===== src/sv/wss_pkg.sv =====
// Shared types and constants for the windowed series statistics block.
// No dependencies; used by every module of the block.
package wss_pkg;

	localparam int VALUE_BITS = 24;
	localparam int TIME_BITS  = 48;
	localparam int FRAC_BITS  = 8;
	localparam int CNT_BITS   = 17;
	localparam int SUM_BITS   = 41;
	localparam int SQ_BITS    = 63;
	localparam int ABS_BITS   = 40;
	localparam int OUT_BITS   = 31;
	localparam int MEAN_BITS  = 32;
	localparam int IVL_BITS   = 56;
	localparam int NUM_BITS   = 80;
	localparam int RAD_BITS   = 64;
	localparam int ROOT_BITS  = 32;
	localparam int DIV_CNT_BITS = 7;
	localparam int SQRT_CNT_BITS = 6;

	localparam logic [CNT_BITS-1:0] MAX_SAMPLES = 17'd65536;
	localparam logic [OUT_BITS-1:0] CAP31 = '1;

	// configuration register indexes
	localparam logic [1:0] CFG_ENABLE = 2'd0;
	localparam logic [1:0] CFG_START  = 2'd1;
	localparam logic [1:0] CFG_END    = 2'd2;

	// accumulated state of one finished series
	typedef struct packed {
		logic [CNT_BITS-1:0]          count;
		logic signed [VALUE_BITS-1:0] vmin;
		logic signed [VALUE_BITS-1:0] vmax;
		logic [TIME_BITS-1:0]         first_t;
		logic [TIME_BITS-1:0]         latest_t;
		logic signed [SUM_BITS-1:0]   vsum;
		logic [SQ_BITS-1:0]           ssum;
		logic [ABS_BITS-1:0]          asum;
		logic                         dropped;
	} snap_t;

endpackage


===== src/sv/wss_fifo.sv =====
// Two-entry queue of series snapshots between front and back end.
// Uses wss_pkg::snap_t.
module wss_fifo (
	input  logic           clk,
	input  logic           arst_n,
	input  logic           push,
	input  wss_pkg::snap_t push_data,
	input  logic           pop,
	output wss_pkg::snap_t pop_data,
	output logic           full,
	output logic           empty
);

	wss_pkg::snap_t mem_q [2];
	logic           wr_q;
	logic           rd_q;
	logic [1:0]     cnt_q;

	assign full     = (cnt_q == 2'd2);
	assign empty    = (cnt_q == 2'd0);
	assign pop_data = mem_q[rd_q];

	always_ff @(posedge clk) begin
		if (push) mem_q[wr_q] <= push_data;
	end

	always_ff @(posedge clk or negedge arst_n) begin
		if (!arst_n) begin
			wr_q  <= 1'b0;
			rd_q  <= 1'b0;
			cnt_q <= '0;
		end else begin
			if (push) wr_q <= !wr_q;
			if (pop) rd_q <= !rd_q;
			if (push && !pop) cnt_q <= cnt_q + 1'b1;
			else if (pop && !push) cnt_q <= cnt_q - 1'b1;
		end
	end

	a_no_overrun: assert property (@(posedge clk) disable iff (!arst_n) push |-> !full)
		else $error("queue push while full");
	a_no_underrun: assert property (@(posedge clk) disable iff (!arst_n) pop |-> !empty)
		else $error("queue pop while empty");
	a_cnt_range: assert property (@(posedge clk) disable iff (!arst_n) cnt_q != 2'd3)
		else $error("queue count out of range");

endmodule


===== config.mk =====
export PLATFORM = sky130hd
export DESIGN_NAME = wss_fifo
export DESIGN_NICKNAME = d
export VERILOG_FILES = /design/src/sv/wss_pkg.sv /design/src/sv/wss_fifo.sv
export SDC_FILE = /design/constraint.sdc
export NUM_CORES = 1
export LEC_CHECK = 0
export BUFFER_PORTS_ARGS = -buffer_cell sky130_fd_sc_hd__buf_2
export CAP_MARGIN = 30
export CORE_AREA = 2 2 242 244
export CTS_CLUSTER_DIAMETER = 40
export DETAILED_ROUTE_END_ITERATION = 8
export DIE_AREA = 0 0 244 246
export GPL_TIMING_DRIVEN = 0
export SLEW_MARGIN = 20
export SYNTH_ARGS = -nofsm -noshare
export SYNTH_HDL_FRONTEND = slang
export SYNTH_SLANG_ARGS = --single-unit
export TNS_END_PERCENT = 20

===== constraint.sdc =====
create_clock -name clk -period 39.3 [get_ports clk]
set_clock_uncertainty 0.15 [all_clocks]
set_input_delay 3.93 -clock clk [delete_from_list [all_inputs] [get_ports clk]]
set_output_delay 3.93 -clock clk [all_outputs]
set_load 0.1 [all_outputs]

==> results.cfg <==
[run_status]
status = complete, no violations

[floorplan]
fp-row-count = 88
die_h_um = 246
dieArea_um2 = 60000
ios = 618
start_util = 0.405
core_um2 = 57400
die_w_um = 244

[global_routing]
grt_pass1_vias = 12500
grt_max_degree = 50
track_usage = 0.175
overflow = 0
grt_antenna_before_repair = 15
grt_pass1_wl_um = 77600

[logic_synthesis]
ys_seq_elements = 616
ys_seq_area_frac = 0.796
syn_area_per_cell_um2 = 24.0
syn-instance-count = 968
syn_area_um2 = 23200
yosysWarnings = 0
synth_cell_types = 13
synth_nets = 1279

[routing]
vias_per_cell = 4.65
wire_per_inst_um = 21.2
post-route-drc-count = 0
antenna_left = 0
drtPass1Iterations = 4
wl_um = 54000
via_count = 11900
initialDrtViolationCount = 526

[cells_and_area]
final_nets = 2012
final_common_cell = buf_2
synthToLayoutAreaGrowth_pct = 34.3
layout_common_cells = buf_2 (624), edfxtp_1 (612), mux2_4 (230)
drive_gt1_frac = 0.641

[hold_path]
hold_path.startpoint = cnt_q[1]$_DFFE_PN0P_
hold_end = cnt_q[1]$_DFFE_PN0P_
whs_path_depth = 1
hold_path.class = flop to flop

[critical_path]
crit-reg2reg-launch = wr_q$_DFFE_PN0P_
critical_path_class = flop to primary output
reg2reg_setup_slack_ps = 36610
reg2reg_to = mem_q[0][263]$_DFFE_PP_
worstPathRequired_ps = 35220
cp.arrival_ps = 2220
cp_max_fo = 10
start_kind = flop
r2r_cells = 8
endpoint_kind = primary output

[sta]
fin_crit_ps = 6300
setup-tns-final_ps = 0
fin_crit_sh = 0.160
tightestPinTransition_ps = 556
relSlewSlack = 0.632
fmax_mhz = 159
maxSlewViolCount = 0
finalHoldViolCount = 0
rsz0062_at_grt = false
setup_viol = 0

[clock_tree]
cts_resized = 0
insertion_delay_ps = 600
htreeDepth = 3
cts.clk_slew.worst_paths_ps = 60
clock-root-buffer = clkbuf_16
cts.hold.buffers_added = 0
numCtsBuffers = 91
cts_max_path_buffers = 3
cts_setup_buffers = 0
cts_sinks = 616
cts_tree = built

[placement]
dp_hpwl_um = 39200
gp_congestion = 0.798
numPortBuffers = 617

[job]
max_cap_viol_count = 0
==> registers in the layout (all words and copies together) (netlist names) <==
register	count
mem_q	612
cnt_q	2
rd_q	1
wr_q	1
==> layer usage <==
layer,vias up,global-route usage,share of wire
met5,-,0,0.0014
met4,12,0.0708,0.028
met3,95,0.0656,0.085
met2,413,0.304,0.52
met1,5932,0.194,0.36
li1,5408,-,-
==> critical path: stages (launching register included) <==
cell     delay [ps]
dfrtp_1         340
buf_6           170
buf_6           220
buf_6           230
mux2_4          180
buf_2           450
==> per-stage QoR <==
stage	hold slack, ps	util	area [um^2]	cells	worst slack [ps]
finish	347	0.543	31200	2552	33000
global route	378	0.543	31200	2548	32870
CTS	350	0.543	31100	2543	32880
detailed placement	342	0.485	27800	2373	32860
global placement	319	0.475	27300	2350	12010
floorplan	305	-	23200	968	21050
==> worst max-delay path by stage <==
stage	start	to	slack [ps]	depth (start not counted)
floorplan	push	mem_q[0][0]$_DFFE_PP_	21050	1
global placement	push	mem_q[0][135]$_DFFE_PP_	12010	2
detailed placement	push	mem_q[0][128]$_DFFE_PP_	32860	9
CTS	rd_q$_DFFE_PN0P_	pop_data[64]	32880	5
global route	rd_q$_DFFE_PN0P_	pop_data[64]	32870	5
finish	rd_q$_DFFE_PN0P_	pop_data[64]	33000	5
==> cell usage after synthesis <==
cell type  number  share of area
xnor2_1         1        0.00038
and2_1          1        0.00027
buf_2           7         0.0015
dfrtp_1         4         0.0043
nor2_1          2        0.00032
xor2_1          4         0.0015
mux2_2         76          0.037
buf_6          27          0.013
inv_1           1        0.00016
ha_1            1        0.00054
nor2b_1         2        0.00054
edfxtp_1      612           0.79
mux2_4        230           0.15
==> cell type report <==
type | count | area [um^2]
Antenna cell | 9 | 22.5
Clock buffer | 99 | 2350
Timing Repair Buffer | 640 | 3650
Inverter | 1 | 3.75
Tap cell | 765 | 957
Clock inverter | 71 | 962
Fill cell | 4572 | 26200
Buffer | 34 | 339
Multi-Input combinational cell | 317 | 4400
Sequential cell | 616 | 18500
==> cell families (layout without fill, tap and decap cells) <==
kind of cell,Yosys count,after routing,synth area share
flops,616,616,0.796
mux,306,306,0.186
buf+inv,35,845,0.0148
xor+xnor,5,5,0.00189
simple gates,5,5,0.00113
fa+ha+maj,1,1,0.000539
other cells,0,9,0
Power is not shown: default switching activity piles up to over one toggle a cycle in this logic, so the estimate is an artifact.
