## config.mk

```make
export PLATFORM = sky130hd
export DESIGN_NAME = wss_front
export DESIGN_NICKNAME = d
export VERILOG_FILES = /design/src/sv/wss_pkg.sv /design/src/sv/wss_front.sv
export SDC_FILE = /design/constraint.sdc
export NUM_CORES = 2
export LEC_CHECK = 0
export ABC_AREA = 1
export BUFFER_PORTS_ARGS = -buffer_cell sky130_fd_sc_hd__buf_4
export CAP_MARGIN = 20
export CORE_MARGIN = 5
export CORE_UTILIZATION = 40
export DETAILED_ROUTE_END_ITERATION = 8
export PLACE_DENSITY = 0.71
export SLEW_MARGIN = 40
export SYNTH_ARGS = -nofsm -noshare
export SYNTH_HDL_FRONTEND = slang
export SYNTH_SLANG_ARGS = --single-unit
export TNS_END_PERCENT = 5
```

## constraint.sdc

```tcl
create_clock -name clk -period 10.2 [get_ports clk]
set_clock_uncertainty 0.1 [all_clocks]
set_input_delay 1.53 -clock clk [delete_from_list [all_inputs] [get_ports clk]]
set_output_delay 1.53 -clock clk [all_outputs]
set_load 0.01 [all_outputs]
```

## src/sv/wss_pkg.sv

```systemverilog
// Shared types and constants for the windowed series statistics block.
// No dependencies; used by every module of the block.
package wss_pkg;

	localparam int VALUE_BITS = 24;
	localparam int TIME_BITS  = 48;
	localparam int FRAC_BITS  = 8;
	localparam int CNT_BITS   = 17;
	localparam int SUM_BITS   = 41;
	localparam int SQ_BITS    = 63;
	localparam int ABS_BITS   = 40;
	localparam int OUT_BITS   = 31;
	localparam int MEAN_BITS  = 32;
	localparam int IVL_BITS   = 56;
	localparam int NUM_BITS   = 80;
	localparam int RAD_BITS   = 64;
	localparam int ROOT_BITS  = 32;
	localparam int DIV_CNT_BITS = 7;
	localparam int SQRT_CNT_BITS = 6;

	localparam logic [CNT_BITS-1:0] MAX_SAMPLES = 17'd65536;
	localparam logic [OUT_BITS-1:0] CAP31 = '1;

	// configuration register indexes
	localparam logic [1:0] CFG_ENABLE = 2'd0;
	localparam logic [1:0] CFG_START  = 2'd1;
	localparam logic [1:0] CFG_END    = 2'd2;

	// accumulated state of one finished series
	typedef struct packed {
		logic [CNT_BITS-1:0]          count;
		logic signed [VALUE_BITS-1:0] vmin;
		logic signed [VALUE_BITS-1:0] vmax;
		logic [TIME_BITS-1:0]         first_t;
		logic [TIME_BITS-1:0]         latest_t;
		logic signed [SUM_BITS-1:0]   vsum;
		logic [SQ_BITS-1:0]           ssum;
		logic [ABS_BITS-1:0]          asum;
		logic                         dropped;
	} snap_t;

endpackage

```

## src/sv/wss_front.sv

```systemverilog
// Front end: configuration registers, window classification and per-sample accumulation.
// Pushes a snapshot of the series into the queue on the last sample. Uses wss_pkg.
module wss_front (
	input  logic                                  clk,
	input  logic                                  arst_n,
	input  logic                                  in_valid,
	output logic                                  in_ready,
	input  logic [wss_pkg::TIME_BITS-1:0]         sample_time,
	input  logic signed [wss_pkg::VALUE_BITS-1:0] sample_value,
	input  logic                                  last_sample,
	input  logic                                  cfg_valid,
	output logic                                  cfg_ready,
	input  logic [1:0]                            cfg_index,
	input  logic [wss_pkg::TIME_BITS-1:0]         cfg_data,
	output logic                                  push,
	output wss_pkg::snap_t                        push_data,
	input  logic                                  full
);

	logic                          en_q;
	logic [wss_pkg::TIME_BITS-1:0] start_q;
	logic [wss_pkg::TIME_BITS-1:0] end_q;
	wss_pkg::snap_t                acc_q;
	logic                          past_q;

	wss_pkg::snap_t                 nxt;
	logic                           incl;
	logic                           past_nxt;
	logic                           take;
	logic                           accept;
	logic [wss_pkg::VALUE_BITS-1:0] mag;
	logic [2*wss_pkg::VALUE_BITS-1:0] sq;

	assign cfg_ready = 1'b1;
	assign in_ready  = !full;
	assign accept    = in_valid && in_ready;
	assign push      = accept && last_sample;
	assign push_data = nxt;

	assign mag = sample_value[wss_pkg::VALUE_BITS-1] ? (~sample_value + 1'b1) : sample_value;
	assign sq  = mag * mag;

	always_comb begin
		incl     = 1'b1;
		past_nxt = past_q;
		if (en_q) begin
			if (past_q) begin
				incl = 1'b0;
			end else if (sample_time < start_q) begin
				incl = 1'b0;
			end else if (sample_time > end_q) begin
				incl     = 1'b0;
				past_nxt = 1'b1;
			end
		end
		take = incl && (acc_q.count < wss_pkg::MAX_SAMPLES);
		nxt  = acc_q;
		if (incl && !take) begin
			nxt.dropped = 1'b1;
		end
		if (take) begin
			if (acc_q.count == '0) begin
				nxt.first_t  = sample_time;
				nxt.latest_t = sample_time;
				nxt.vmin     = sample_value;
				nxt.vmax     = sample_value;
			end else begin
				if (sample_time < acc_q.first_t) nxt.first_t = sample_time;
				if (sample_time > acc_q.latest_t) nxt.latest_t = sample_time;
				if (sample_value < acc_q.vmin) nxt.vmin = sample_value;
				if (sample_value > acc_q.vmax) nxt.vmax = sample_value;
			end
			nxt.count = acc_q.count + 1'b1;
			nxt.vsum  = acc_q.vsum + wss_pkg::SUM_BITS'(sample_value);
			nxt.ssum  = acc_q.ssum + wss_pkg::SQ_BITS'(sq);
			nxt.asum  = acc_q.asum + wss_pkg::ABS_BITS'(mag);
		end
	end

	always_ff @(posedge clk or negedge arst_n) begin
		if (!arst_n) begin
			en_q    <= 1'b1;
			start_q <= '0;
			end_q   <= '1;
			acc_q   <= '0;
			past_q  <= 1'b0;
		end else begin
			if (cfg_valid) begin
				case (cfg_index)
					wss_pkg::CFG_ENABLE: en_q    <= cfg_data[0];
					wss_pkg::CFG_START:  start_q <= cfg_data;
					wss_pkg::CFG_END:    end_q   <= cfg_data;
					default: ;
				endcase
			end
			if (accept) begin
				if (last_sample) begin
					acc_q  <= '0;
					past_q <= 1'b0;
				end else begin
					acc_q  <= nxt;
					past_q <= past_nxt;
				end
			end
		end
	end

endmodule

```

==> impl_metrics.yaml <==
run_status:
  outcome: "finished, violations left"
  violations: "negative setup slack"
placed_design:
  io_buffers: 435
  dpl_cell_area_sq_mm: 0.0652
  hpwl_um: 174000
  place_congestion: 1.02
synth:
  synth-seq-cells: 404
  postSynthCellCount: 8400
  ys_seq_area_share_pct: 18.1
  synth-edff-count: 0
  synth_xor_xnor_area_share_pct: 1.84
  synth-compound-area-share_pct: 5.38
  synth_top_family_by_area: "simple AND/OR/NAND/NOR gates"
  muxShareOfSynthArea_pct: 0
  async_flop_share_pct: 100
  syn_area_per_cell_sq_um: 6.68
  synthesis.area_sq_mm: 0.0561
  ys.flop_type: "dfrtp_1"
  ys_types: 57
  synthSimpleGateAreaFrac_pct: 34.2
  yosys_warnings: 0
  synth_fa_ha_area_share_pct: 27.8
layout:
  drive_gt1_share_pct: 17.9
  post-route-util_pct: 50.1
  fin_area_sq_mm: 0.0699
  fin_nets: 10300
  area_delta_synth_final_pct: 24.6
worst_setup_path:
  reg2reg_setup_slack_ns: 3.04
  critPathSlowestCell: "fa_1"
  rr_startpoint: "acc_q[53]"
  critPathMostFrequentCell: "buf_4"
  critPathKind: "in -> reg"
  cp.arrival_ns: 11.24
  end_kind: "flip-flop"
  rr_endpoint: "acc_q[84]"
  slowest_delay_ns: 0.61
  reg2reg_depth: 41
  cp-start-kind: "input pin"
  worst-path-max-fanout: 8
  cp.required_ns: 10.64
global_routing:
  grt_overflow: 0
  antenna_found_initial: 12
  grt_max_degree: 159
  track_usage_pct: 29.0
  grt_pass1_wl_um: 335000
  grt_pass1_vias: 57300
sta:
  hold_viol: 0
  whs_ns: 0.377
  timing.final.crit_share_pct: 106
  fin_setup_tns_ns: -18.46
  worst_slew_pin_slew_ns: 0.929
  rsz0062_at_grt: "yes"
  max_freq_mhz: 92.6
  drv_slew: 0
  relSlewSlack_pct: 37.6
  finalWorstSetupSlack_ns: -0.603
  setup_viol: 50
  fin_crit_ns: 10.80
floorplan:
  die_h_um: 385
  io_pins: 437
  dieWidth_um: 385
  start_util_pct: 40.2
  die_area_sq_mm: 0.148
  core_sq_mm: 0.140
  rows: 137
drt:
  viasPerCell: 5.12
  wire_per_inst_um: 19.5
  vias: 57300
  first_pass_iters: 6
  drc: 0
  ant_nets: 0
  wl_um: 218000
  drtIter0Drc: 4166
clock_network:
  htree_num_levels: 2
  insertion_delay_ns: 0.71
  numCtsBuffers: 56
  cts_tree: "built"
  clk_path_buf_depth: 3
  cts_root_buffer: "clkbuf_16"
  clkTransAtPathRegs_ns: 0.06
  cts_sinks: 404
worst_hold_path:
  hold_class: "reg -> reg"
  min_from: "acc_q[258]"
  whs_endpoint: "acc_q[258]"
  hold_depth: 2
run:
  max_cap_violations: 0
-- timing repair --
item	in CTS	in global routing
setup buffers	62	7
hold buffers	0	0
cloned	1	0
resized for setup	462	94
pin swaps	255	62
endpoints found under the setup margin	52	55
-- layout by cell type (no fill, tap or decap), types with 49 or more instances in the layout --
cell type	synthesis	final
a21oi_1	248	211
dfrtp_1	355	355
nor2_2	4	54
nand3_1	723	701
nand2_2	10	92
dfstp_2	49	49
nand2_1	2918	2808
inv_1	1523	1491
and2_1	248	224
nor2_1	463	376
xor2_1	52	51
ha_1	480	451
buf_4	24	985
clkbuf_16	0	56
fa_1	478	448
o21ai_0	219	190
nand4_1	63	63
xnor2_1	61	55
-- critical path: cells and delay by family --
| kind | cells | cell delay, ns |
|---|---|---|
| adder cells (fa/ha/maj) | 8 | 3.93 |
| buffers and inverters | 30 | 3.62 |
| AND/OR/NAND/NOR | 12 | 1.25 |
| AO/OA/AOI/OAI | 5 | 0.70 |
| XOR/XNOR | 1 | 0.17 |
-- flip-flops by register name (all words and copies together) (netlist names) --
name,count
en_q,1
past_q,1
end_q,48
start_q,48
acc_q,306
-- per-layer routing --
metal  global-route usage, %  vias to the layer above  part of all wire [%]
li1                        -                    27400                     -
met1                    35.8                    27300                    40
met2                    48.2                     2108                    46
met3                    6.88                      519                   8.4
met4                    13.1                       12                   5.4
met5                       0                        -                 0.037
-- cells by family after synthesis --
kind of cell	after synthesis
fa+ha+maj	958
compound gates	556
xor+xnor	115
buf+inv	1817
other cells	2
flops	404
simple gates	4548
-- area by class of cell --
type	count	area (sq um)
diodes	5	12.5
clock buffers	82	1660
clock inverters	24	412
fillers	13900	69600
inverters	1538	5810
multi-input cells	6198	40900
flip-flops and latches	404	10200
well taps	1876	2350
repair buffers	1060	8620
-- Yosys cell counts (all sizes together), types with 2 or more instances --
cell / n / share of area (%)
dfstp: 49 / 2.3
nor2: 473 / 3.3
nor3: 58 / 0.58
nor3b: 2 / 0.027
conb: 2 / 0.013
fa: 478 / 17
and3: 4 / 0.045
a31oi: 5 / 0.056
buf: 138 / 1.5
o21a: 25 / 0.33
clkinv: 2 / 0.013
nand3: 727 / 6.6
nand3b: 22 / 0.29
nor4: 16 / 0.18
inv: 1536 / 10
and2: 248 / 2.8
a21boi: 7 / 0.094
clkbuf: 141 / 0.94
o21ai: 223 / 2.0
xnor2: 61 / 0.95
or2: 3 / 0.033
a21o: 13 / 0.17
a21oi: 250 / 2.2
o21bai: 17 / 0.23
o211ai: 8 / 0.12
nand2: 2932 / 20
ha: 480 / 11
nand4: 63 / 0.70
a22oi: 4 / 0.054
dfrtp: 355 / 16
xor2: 54 / 0.89
-- per-stage QoR --
step | setup slack (ns) | cells
2_1_floorplan | -0.0227 | 8419
5_1_grt | -0.857 | 11200
3_3_place_gp | -1.14 | 11000
3_5_place_dp | -1.12 | 11000
6_report | -0.603 | 11200
4_1_cts | -0.546 | 11200
-- worst max-delay path by stage --
stage	from	to	slack, ns	cells after the start
2_1_floorplan	sample_value[0]	push_data[87]	-0.02	41
3_3_place_gp	sample_value[1]	push_data[66]	-1.14	38
3_5_place_dp	sample_value[1]	push_data[72]	-1.12	40
4_1_cts	sample_value[1]	push_data[84]	-0.55	39
5_1_grt	sample_value[0]	acc_q[74]	-0.86	59
6_report	sample_value[1]	acc_q[74]	-0.60	56
Power is left out: the tool's default activity adds up to more than one toggle a clock period on the data nets, which glitch-free logic cannot reach.
