==> config.mk <==
export PLATFORM = sky130hd
export DESIGN_NAME = wss_back
export DESIGN_NICKNAME = d
export VERILOG_FILES = /design/src/sv/wss_pkg.sv /design/src/sv/wss_div.sv /design/src/sv/wss_sqrt.sv /design/src/sv/wss_back.sv
export SDC_FILE = /design/constraint.sdc
export NUM_CORES = 2
export LEC_CHECK = 0
export CORE_AREA = 10 10 407 409
export CTS_BUF_LIST = sky130_fd_sc_hd__clkbuf_16
export DETAILED_ROUTE_END_ITERATION = 8
export DIE_AREA = 0 0 417 419
export DONT_BUFFER_PORTS = 1
export PLACE_DENSITY = 0.68
export RECOVER_POWER = 50
export SLEW_MARGIN = 20
export SYNTH_ARGS = -nofsm -noshare
export SYNTH_HDL_FRONTEND = slang
export SYNTH_SLANG_ARGS = --single-unit
==> constraint.sdc <==
create_clock -name clk -period 16.9 [get_ports clk]
set_input_delay 0.845 -clock clk [delete_from_list [all_inputs] [get_ports clk]]
set_output_delay 0.845 -clock clk [all_outputs]
set_load 0.005 [all_outputs]
==> src/sv/wss_pkg.sv <==
// Shared types and constants for the windowed series statistics block.
// No dependencies; used by every module of the block.
package wss_pkg;

	localparam int VALUE_BITS = 24;
	localparam int TIME_BITS  = 48;
	localparam int FRAC_BITS  = 8;
	localparam int CNT_BITS   = 17;
	localparam int SUM_BITS   = 41;
	localparam int SQ_BITS    = 63;
	localparam int ABS_BITS   = 40;
	localparam int OUT_BITS   = 31;
	localparam int MEAN_BITS  = 32;
	localparam int IVL_BITS   = 56;
	localparam int NUM_BITS   = 80;
	localparam int RAD_BITS   = 64;
	localparam int ROOT_BITS  = 32;
	localparam int DIV_CNT_BITS = 7;
	localparam int SQRT_CNT_BITS = 6;

	localparam logic [CNT_BITS-1:0] MAX_SAMPLES = 17'd65536;
	localparam logic [OUT_BITS-1:0] CAP31 = '1;

	// configuration register indexes
	localparam logic [1:0] CFG_ENABLE = 2'd0;
	localparam logic [1:0] CFG_START  = 2'd1;
	localparam logic [1:0] CFG_END    = 2'd2;

	// accumulated state of one finished series
	typedef struct packed {
		logic [CNT_BITS-1:0]          count;
		logic signed [VALUE_BITS-1:0] vmin;
		logic signed [VALUE_BITS-1:0] vmax;
		logic [TIME_BITS-1:0]         first_t;
		logic [TIME_BITS-1:0]         latest_t;
		logic signed [SUM_BITS-1:0]   vsum;
		logic [SQ_BITS-1:0]           ssum;
		logic [ABS_BITS-1:0]          asum;
		logic                         dropped;
	} snap_t;

endpackage

==> src/sv/wss_div.sv <==
// Bit-serial restoring divider, one quotient bit per cycle.
// Denominator zero yields garbage; callers never issue it. Uses wss_pkg.
module wss_div (
	input  logic                           clk,
	input  logic                           arst_n,
	input  logic                           start,
	input  logic [wss_pkg::NUM_BITS-1:0]   num,
	input  logic [wss_pkg::CNT_BITS-1:0]   den,
	output logic                           done,
	output logic [wss_pkg::NUM_BITS-1:0]   quot
);

	logic [wss_pkg::DIV_CNT_BITS-1:0] cnt_q;
	logic [wss_pkg::NUM_BITS-1:0]     num_q;
	logic [wss_pkg::CNT_BITS-1:0]     den_q;
	logic [wss_pkg::CNT_BITS-1:0]     rem_q;
	logic [wss_pkg::NUM_BITS-1:0]     quot_q;
	logic                             done_q;
	logic [wss_pkg::CNT_BITS:0]       rem_sh;
	logic                             ge;

	assign rem_sh = {rem_q, num_q[wss_pkg::NUM_BITS-1]};
	assign ge     = rem_sh >= {1'b0, den_q};
	assign done   = done_q;
	assign quot   = quot_q;

	always_ff @(posedge clk) begin
		if (start) begin
			num_q <= num;
			den_q <= den;
			rem_q <= '0;
		end else if (cnt_q != '0) begin
			num_q  <= num_q << 1;
			rem_q  <= ge ? wss_pkg::CNT_BITS'(rem_sh - {1'b0, den_q})
			             : wss_pkg::CNT_BITS'(rem_sh);
			quot_q <= {quot_q[wss_pkg::NUM_BITS-2:0], ge};
		end
	end

	always_ff @(posedge clk or negedge arst_n) begin
		if (!arst_n) begin
			cnt_q  <= '0;
			done_q <= 1'b0;
		end else begin
			done_q <= (cnt_q == wss_pkg::DIV_CNT_BITS'(1));
			if (start) cnt_q <= wss_pkg::DIV_CNT_BITS'(wss_pkg::NUM_BITS);
			else if (cnt_q != '0) cnt_q <= cnt_q - 1'b1;
		end
	end

endmodule

==> src/sv/wss_sqrt.sv <==
// Digit-by-digit integer square root, two radicand bits per cycle.
// Gives the floor of the exact root. Uses wss_pkg.
module wss_sqrt (
	input  logic                          clk,
	input  logic                          arst_n,
	input  logic                          start,
	input  logic [wss_pkg::RAD_BITS-1:0]  x,
	output logic                          done,
	output logic [wss_pkg::ROOT_BITS-1:0] root
);

	logic [wss_pkg::SQRT_CNT_BITS-1:0] cnt_q;
	logic [wss_pkg::RAD_BITS-1:0]      x_q;
	logic [wss_pkg::ROOT_BITS+3:0]     rem_q;
	logic [wss_pkg::ROOT_BITS-1:0]     root_q;
	logic                              done_q;
	logic [wss_pkg::ROOT_BITS+3:0]     rem_sh;
	logic [wss_pkg::ROOT_BITS+3:0]     trial;
	logic                              ge;

	assign rem_sh = {rem_q[wss_pkg::ROOT_BITS+1:0], x_q[wss_pkg::RAD_BITS-1 -: 2]};
	assign trial  = {2'b00, root_q, 2'b01};
	assign ge     = rem_sh >= trial;
	assign done   = done_q;
	assign root   = root_q;

	always_ff @(posedge clk) begin
		if (start) begin
			x_q    <= x;
			rem_q  <= '0;
			root_q <= '0;
		end else if (cnt_q != '0) begin
			x_q    <= x_q << 2;
			rem_q  <= ge ? (rem_sh - trial) : rem_sh;
			root_q <= {root_q[wss_pkg::ROOT_BITS-2:0], ge};
		end
	end

	always_ff @(posedge clk or negedge arst_n) begin
		if (!arst_n) begin
			cnt_q  <= '0;
			done_q <= 1'b0;
		end else begin
			done_q <= (cnt_q == wss_pkg::SQRT_CNT_BITS'(1));
			if (start) cnt_q <= wss_pkg::SQRT_CNT_BITS'(wss_pkg::ROOT_BITS);
			else if (cnt_q != '0) cnt_q <= cnt_q - 1'b1;
		end
	end

endmodule

==> src/sv/wss_back.sv <==
// Back end: sequencer that turns one series snapshot into the result using
// the shared divider and square-root units. Uses wss_pkg, wss_div, wss_sqrt.
module wss_back (
	input  logic                                   clk,
	input  logic                                   arst_n,
	input  logic                                   empty,
	input  wss_pkg::snap_t                         pop_data,
	output logic                                   pop,
	output logic                                   out_valid,
	input  logic                                   out_ready,
	output logic [wss_pkg::CNT_BITS-1:0]           sample_count,
	output logic signed [wss_pkg::VALUE_BITS-1:0]  min_value,
	output logic signed [wss_pkg::VALUE_BITS-1:0]  max_value,
	output logic [wss_pkg::VALUE_BITS-1:0]         value_span,
	output logic signed [wss_pkg::MEAN_BITS-1:0]   mean_value,
	output logic [wss_pkg::OUT_BITS-1:0]           rms_value,
	output logic [wss_pkg::OUT_BITS-1:0]           std_deviation,
	output logic [wss_pkg::OUT_BITS-1:0]           abs_mean,
	output logic [wss_pkg::IVL_BITS-1:0]           sample_spacing,
	output logic                                   count_overflow
);

	localparam logic [3:0] S_IDLE = 4'd0;
	localparam logic [3:0] S_MEAN = 4'd1;
	localparam logic [3:0] S_MSQ  = 4'd2;
	localparam logic [3:0] S_ABS  = 4'd3;
	localparam logic [3:0] S_IVL  = 4'd4;
	localparam logic [3:0] S_MUL  = 4'd5;
	localparam logic [3:0] S_RMS  = 4'd6;
	localparam logic [3:0] S_STD  = 4'd7;
	localparam logic [3:0] S_DONE = 4'd8;

	logic [3:0]     state_q;
	logic           busy_q;
	wss_pkg::snap_t snap_q;

	logic [wss_pkg::MEAN_BITS-1:0] mean_mag_q;
	logic [wss_pkg::RAD_BITS-1:0]  msq_q;
	logic [wss_pkg::RAD_BITS-1:0]  msqm_q;
	logic [wss_pkg::OUT_BITS-1:0]  abs_q;
	logic [wss_pkg::IVL_BITS-1:0]  ivl_q;
	logic [wss_pkg::OUT_BITS-1:0]  rms_q;
	logic [wss_pkg::OUT_BITS-1:0]  std_q;
	logic                          out_valid_q;

	logic                          div_start;
	logic                          div_done;
	logic [wss_pkg::NUM_BITS-1:0]  div_num;
	logic [wss_pkg::CNT_BITS-1:0]  div_den;
	logic [wss_pkg::NUM_BITS-1:0]  quot;
	logic                          sq_start;
	logic                          sq_done;
	logic [wss_pkg::RAD_BITS-1:0]  sq_x;
	logic [wss_pkg::ROOT_BITS-1:0] root;
	logic [wss_pkg::SUM_BITS-1:0]  sum_mag;
	logic                          neg;
	logic [wss_pkg::OUT_BITS-1:0]  root_cap;
	logic                          zero_n;
	logic                          can_out;

	assign neg     = snap_q.vsum[wss_pkg::SUM_BITS-1];
	assign sum_mag = neg ? (~snap_q.vsum + 1'b1) : snap_q.vsum;
	assign zero_n  = (snap_q.count == '0);
	assign can_out = !out_valid_q || out_ready;
	assign pop     = (state_q == S_IDLE) && !empty;
	assign root_cap = (root > wss_pkg::ROOT_BITS'(wss_pkg::CAP31)) ? wss_pkg::CAP31
	                                                             : root[wss_pkg::OUT_BITS-1:0];

	always_comb begin
		div_num = '0;
		div_den = snap_q.count;
		case (state_q)
			S_MEAN: div_num = wss_pkg::NUM_BITS'(sum_mag) << wss_pkg::FRAC_BITS;
			S_MSQ:  div_num = wss_pkg::NUM_BITS'(snap_q.ssum) << (2*wss_pkg::FRAC_BITS);
			S_ABS:  div_num = wss_pkg::NUM_BITS'(snap_q.asum) << wss_pkg::FRAC_BITS;
			S_IVL: begin
				div_num = wss_pkg::NUM_BITS'(snap_q.latest_t - snap_q.first_t) << wss_pkg::FRAC_BITS;
				div_den = snap_q.count - 1'b1;
			end
			default: ;
		endcase
	end

	assign sq_x = (state_q == S_RMS) ? msq_q : ((msq_q > msqm_q) ? (msq_q - msqm_q) : '0);

	always_comb begin
		div_start = 1'b0;
		sq_start  = 1'b0;
		case (state_q)
			S_MEAN, S_MSQ, S_ABS: div_start = !busy_q;
			S_IVL: div_start = !busy_q && (snap_q.count > wss_pkg::CNT_BITS'(1));
			S_RMS, S_STD: sq_start = !busy_q;
			default: ;
		endcase
	end

	wss_div u_div (
		.clk(clk), .arst_n(arst_n), .start(div_start), .num(div_num), .den(div_den),
		.done(div_done), .quot(quot)
	);

	wss_sqrt u_sqrt (
		.clk(clk), .arst_n(arst_n), .start(sq_start), .x(sq_x), .done(sq_done), .root(root)
	);

	always_ff @(posedge clk) begin
		if (pop) snap_q <= pop_data;
		if (div_done) begin
			case (state_q)
				S_MEAN: begin
					if (neg) mean_mag_q <= (quot > 80'h8000_0000) ? 32'h8000_0000
					                                               : quot[wss_pkg::MEAN_BITS-1:0];
					else mean_mag_q <= (quot > wss_pkg::NUM_BITS'(wss_pkg::CAP31))
					                   ? wss_pkg::MEAN_BITS'(wss_pkg::CAP31)
					                   : quot[wss_pkg::MEAN_BITS-1:0];
				end
				S_MSQ: msq_q <= (quot[wss_pkg::NUM_BITS-1:wss_pkg::RAD_BITS] != '0) ? '1
				                                                  : quot[wss_pkg::RAD_BITS-1:0];
				S_ABS: abs_q <= (quot > wss_pkg::NUM_BITS'(wss_pkg::CAP31)) ? wss_pkg::CAP31
				                                                  : quot[wss_pkg::OUT_BITS-1:0];
				S_IVL: ivl_q <= quot[wss_pkg::IVL_BITS-1:0];
				default: ;
			endcase
		end
		if (state_q == S_IVL && !busy_q && snap_q.count < wss_pkg::CNT_BITS'(2)) ivl_q <= '0;
		if (state_q == S_MUL) msqm_q <= mean_mag_q * mean_mag_q;
		if (sq_done && state_q == S_RMS) rms_q <= root_cap;
		if (sq_done && state_q == S_STD) std_q <= root_cap;
		if (state_q == S_DONE && can_out) begin
			sample_count   <= snap_q.count;
			count_overflow <= snap_q.dropped;
			min_value      <= zero_n ? '0 : snap_q.vmin;
			max_value      <= zero_n ? '0 : snap_q.vmax;
			value_span     <= zero_n ? '0 : (snap_q.vmax - snap_q.vmin);
			mean_value     <= zero_n ? '0 : (neg ? (~mean_mag_q + 1'b1) : mean_mag_q);
			rms_value      <= zero_n ? '0 : rms_q;
			std_deviation  <= zero_n ? '0 : std_q;
			abs_mean       <= zero_n ? '0 : abs_q;
			sample_spacing <= zero_n ? '0 : ivl_q;
		end
	end

	always_ff @(posedge clk or negedge arst_n) begin
		if (!arst_n) begin
			state_q     <= S_IDLE;
			busy_q      <= 1'b0;
			out_valid_q <= 1'b0;
		end else begin
			if (state_q == S_DONE && can_out) out_valid_q <= 1'b1;
			else if (out_ready) out_valid_q <= 1'b0;
			if (div_start || sq_start) busy_q <= 1'b1;
			case (state_q)
				S_IDLE: begin
					if (!empty) state_q <= (pop_data.count == '0) ? S_DONE : S_MEAN;
				end
				S_MEAN, S_MSQ, S_ABS: begin
					if (div_done) begin
						busy_q  <= 1'b0;
						state_q <= state_q + 4'd1;
					end
				end
				S_IVL: begin
					if (!busy_q && snap_q.count < wss_pkg::CNT_BITS'(2)) begin
						state_q <= S_MUL;
					end else if (div_done) begin
						busy_q  <= 1'b0;
						state_q <= S_MUL;
					end
				end
				S_MUL: state_q <= S_RMS;
				S_RMS, S_STD: begin
					if (sq_done) begin
						busy_q  <= 1'b0;
						state_q <= state_q + 4'd1;
					end
				end
				S_DONE: begin
					if (can_out) state_q <= S_IDLE;
				end
				default: state_q <= S_IDLE;
			endcase
		end
	end

	assign out_valid = out_valid_q;

	a_pop_idle: assert property (@(posedge clk) disable iff (!arst_n)
		pop |-> (state_q == S_IDLE))
		else $error("snapshot taken while busy");
	a_div_free: assert property (@(posedge clk) disable iff (!arst_n)
		div_start |-> !busy_q)
		else $error("divider restarted while busy");
	a_done_load: assert property (@(posedge clk) disable iff (!arst_n)
		(state_q == S_DONE && can_out) |=> out_valid)
		else $error("result not presented");

endmodule

==> results.py <==
metrics = {
    "sta": {
        "final_max_slew_viol_count": 731,
        "slew_headroom_pct": -468.6,
        "setup_tns_ns": 0,
        "setup_violations": 0,
        "finalCritPeriodShare_pct": 62.64,
        "hold_violations": 0,
        "rsz0062_at_grt": "false",
        "period_needed_ns": 10.59,
        "hold_slack_ns": 0.1634,
        "fmax_ghz": 0.09446,
        "fin_ws_ns": 6.313,
        "tightestPinTransition_ns": 8.529,
        "finalClockSkew_ns": 0.02600,
    },
    "global_routing": {
        "grt_overflow_total": 0,
        "grt_pass1_vias": 60450,
        "antenna_found_initial": 45,
        "grt_pass1_wl_mm": 363.5,
        "grtUsageTotal_pct": 26.93,
        "grt_max_degree": 147,
    },
    "logic_synthesis": {
        "synth_top_area_share_pct": 37.02,
        "synth_top_cell_by_area": "edfxtp_1",
        "synth-seq-cells": 1222,
        "yosys.cell_types.count": 88,
        "synthTopCellsByArea": "edfxtp_1, fa_1, ha_1",
        "synth-edff-count": 1062,
        "ys.flop_type": "edfxtp_1",
        "async_flop_share_pct": 1.718,
        "yosys_warnings": 0,
        "syn-num-nets": 9672,
        "ys_seq_area_share_pct": 40.86,
        "avgSynthCellArea_um2": 10.68,
        "postSynthCellCount": 8064,
        "synth_area_um2": 86140,
    },
    "worst_setup_path": {
        "reg2reg_depth": 26,
        "end_kind": "flop",
        "timing.rr.start": "mean_mag_q[0]",
        "worstPathMaxFanout": 22,
        "rrSetupSlack_ns": 6.31,
        "critPathKind": "flop to flop",
        "cp_num_buf_inv": 6,
        "slowest_delay_ns": 1.20,
        "cp_common_cell": "fa_1",
        "cp_top_family": "adder cells",
        "worstPathRequired_ns": 17.39,
        "r2r-end": "msqm_q[61]",
        "slowest_stage": "clkbuf_1",
        "cp.arrival_ns": 11.08,
        "start_kind": "flop",
    },
    "layout": {
        "layout.cells.non_filler": 10120,
        "area.growth.synth_to_final_pct": 7.412,
        "multi_input_area_um2": 44790,
        "drive_above_1_share_pct": 5.549,
        "final_net_count": 9516,
        "seq_area_um2": 35200,
        "nFillCells": 13100,
    },
    "place": {
        "numPortBuffers": 0,
        "pre_cts_ws_ns": 7.015,
        "dp_hpwl_mm": 177.8,
        "post-place-cells": 9839,
        "place_congestion": 0.9556,
    },
    "detailed_routing": {
        "drc": 0,
        "ant_nets": 0,
        "drt-total-wl_mm": 237.1,
        "wl_per_cell_um": 23.43,
        "drtPass1Iterations": 7,
        "routed_via_density": 5.832,
        "vias": 59030,
        "drt_iter0_drc": 5656,
    },
    "hold_path": {
        "whs_path_depth": 0,
        "hold_start": "pop_data[6]",
        "hold_class": "input port to flop",
        "min_to": "snap_q[6]",
    },
    "clock_tree": {
        "postCtsSetupBuffers": 0,
        "clk_pin_slew_ns": 0.07,
        "cts.sinks": 1222,
        "cts.htree.levels": 4,
        "tritoncts": "done",
        "clock_latency_ns": 0.77,
        "numCtsBuffers": 136,
        "cts_root_buf": "clkbuf_16",
        "clock_path_buffers": 3,
    },
    "power_and_ir_drop": {
        "irDropWorstVdd_mv": 0.1256,
        "power.switching_mw": 5.283,
        "p_per_area_nw_per_um2": 144.9,
        "pwr-share-seq_pct": 34.7,
        "combPwrFrac_pct": 43.1,
        "netSwitchingFraction_pct": 39.40,
        "leakagePower_nw": 38.82,
        "power.share.clock_pct": 22.1,
        "p_int_mw": 8.126,
    },
    "floorplanning": {
        "core-area_um2": 157500,
        "start_util_pct": 54.70,
        "ioPinCount": 583,
        "placementRows": 146,
        "die_x_um": 417,
        "dieHeight_um": 419,
        "die_area_um2": 174700,
    },
    "run_status": {
        "violations": "capacitance limit, slew limit",
        "status": "finished with violations",
    },
    "job": {
        "maxCapViolations": 14,
    },
}
-- timing repair --
action | in CTS | in global routing
gates resized for setup | 0 | 0
hold endpoints to repair | 21 | 0
hold buffers | 2 | 0
-- worst max path at each step --
stage	startpoint	depth (start not counted)	slack [ns]	endpoint
after floorplan	state_q[3]	4	2.30	neg
after global routing	mean_mag_q[0]	26	5.92	msqm_q[63]
after global placement	mean_mag_q[23]	24	7.13	msqm_q[61]
final	mean_mag_q[0]	26	6.31	msqm_q[61]
after CTS	mean_mag_q[23]	24	6.95	msqm_q[57]
after detailed placement	mean_mag_q[23]	24	7.01	msqm_q[57]
-- area by class of cell --
type,instances,area share [%]
Multi-Input combinational cell,5187,48.41
Clock buffer,140,3.786
Clock inverter,109,1.056
Inverter,1278,5.189
Sequential cell,1222,38.04
Timing Repair Buffer,83,0.6329
Antenna cell,30,0.08114
Tap cell,2072,2.802
-- power groups by stage --
stage | clock, mW | sequential, mW | combinational (mW)
final | 2.97 | 4.66 | 5.78
after global routing | 3.14 | 4.71 | 6.46
after CTS | 3.02 | 4.64 | 5.75
after detailed placement | 0 | 4.69 | 5.70
after global placement | 0 | 4.68 | 5.63
after floorplan | 0 | 4.57 | 4.30
-- cell families after synthesis --
family	share of synthesized area (%)
AO/OA/AOI/OAI	9.969
XOR/XNOR	3.437
adder cells (fa/ha/maj)	25.87
buffers and inverters	7.234
flip-flops	40.86
multiplexers	0.2353
AND/OR/NAND/NOR	12.39
-- per-stage QoR --
| step | instance area, µm² | power (mW) | util, % |
|---|---|---|---|
| CTS | 92520 | 13.41 | 58.75 |
| finish | 92520 | 13.41 | 58.76 |
| global route | 92500 | 14.31 | 58.74 |
| detailed placement | 88010 | 10.40 | 55.89 |
| floorplan | 86140 | 8.868 | - |
| global placement | 88010 | 10.31 | 55.89 |
-- synth_stat cells (25+ instances only) --
library cell  count
o21bai_1         47
nor2b_1          37
a222oi_1         33
and3_1           45
and2_1          394
nor4_1           39
clkbuf_1        340
xor2_1          125
or2_2           108
a31oi_1          60
nor3_1           72
dfxtp_1         139
edfxtp_1       1062
a221oi_1         52
o31ai_1          31
a21o_1          150
o21a_1           28
fa_1            805
o21ai_0         229
ha_1            493
nand4_1          86
a211oi_1         52
nand2_1         742
nor2_1          488
nand2b_1         25
xnor2_1         213
a21oi_1         422
buf_1            32
nand3_1         105
inv_1          1264
-- cell usage in the layout (no fill, tap or decap), types with 140 or more instances in the layout --
cell type / instances
nor2_1: 483
nand2_1: 738
and2_1: 388
ha_1: 493
edfxtp_1: 1062
inv_1: 1290
fa_1: 805
a21oi_1: 422
xnor2_1: 213
o21ai_0: 229
a21o_1: 150
clkbuf_16: 140
-- state kept, by name (all words and copies together) (netlist names), 32 cells and up --
signal,flops
u_div.num_q,72
u_sqrt.rem_q,34
sample_spacing,56
mean_value,32
u_sqrt.x_q,64
ivl_q,56
mean_mag_q,32
msq_q,64
snap_q,305
u_div.quot,80
u_sqrt.root,32
msqm_q,63
-- metal layers --
layer,GRT usage [%],vias up,part of all wire (%)
li1,-,26700,-
met1,34.60,29580,40
met2,45.53,2216,49
met3,4.452,524,6.5
met4,10.84,2,4.3
met5,0,-,0.0055
(Power assumes the default switching activity.)
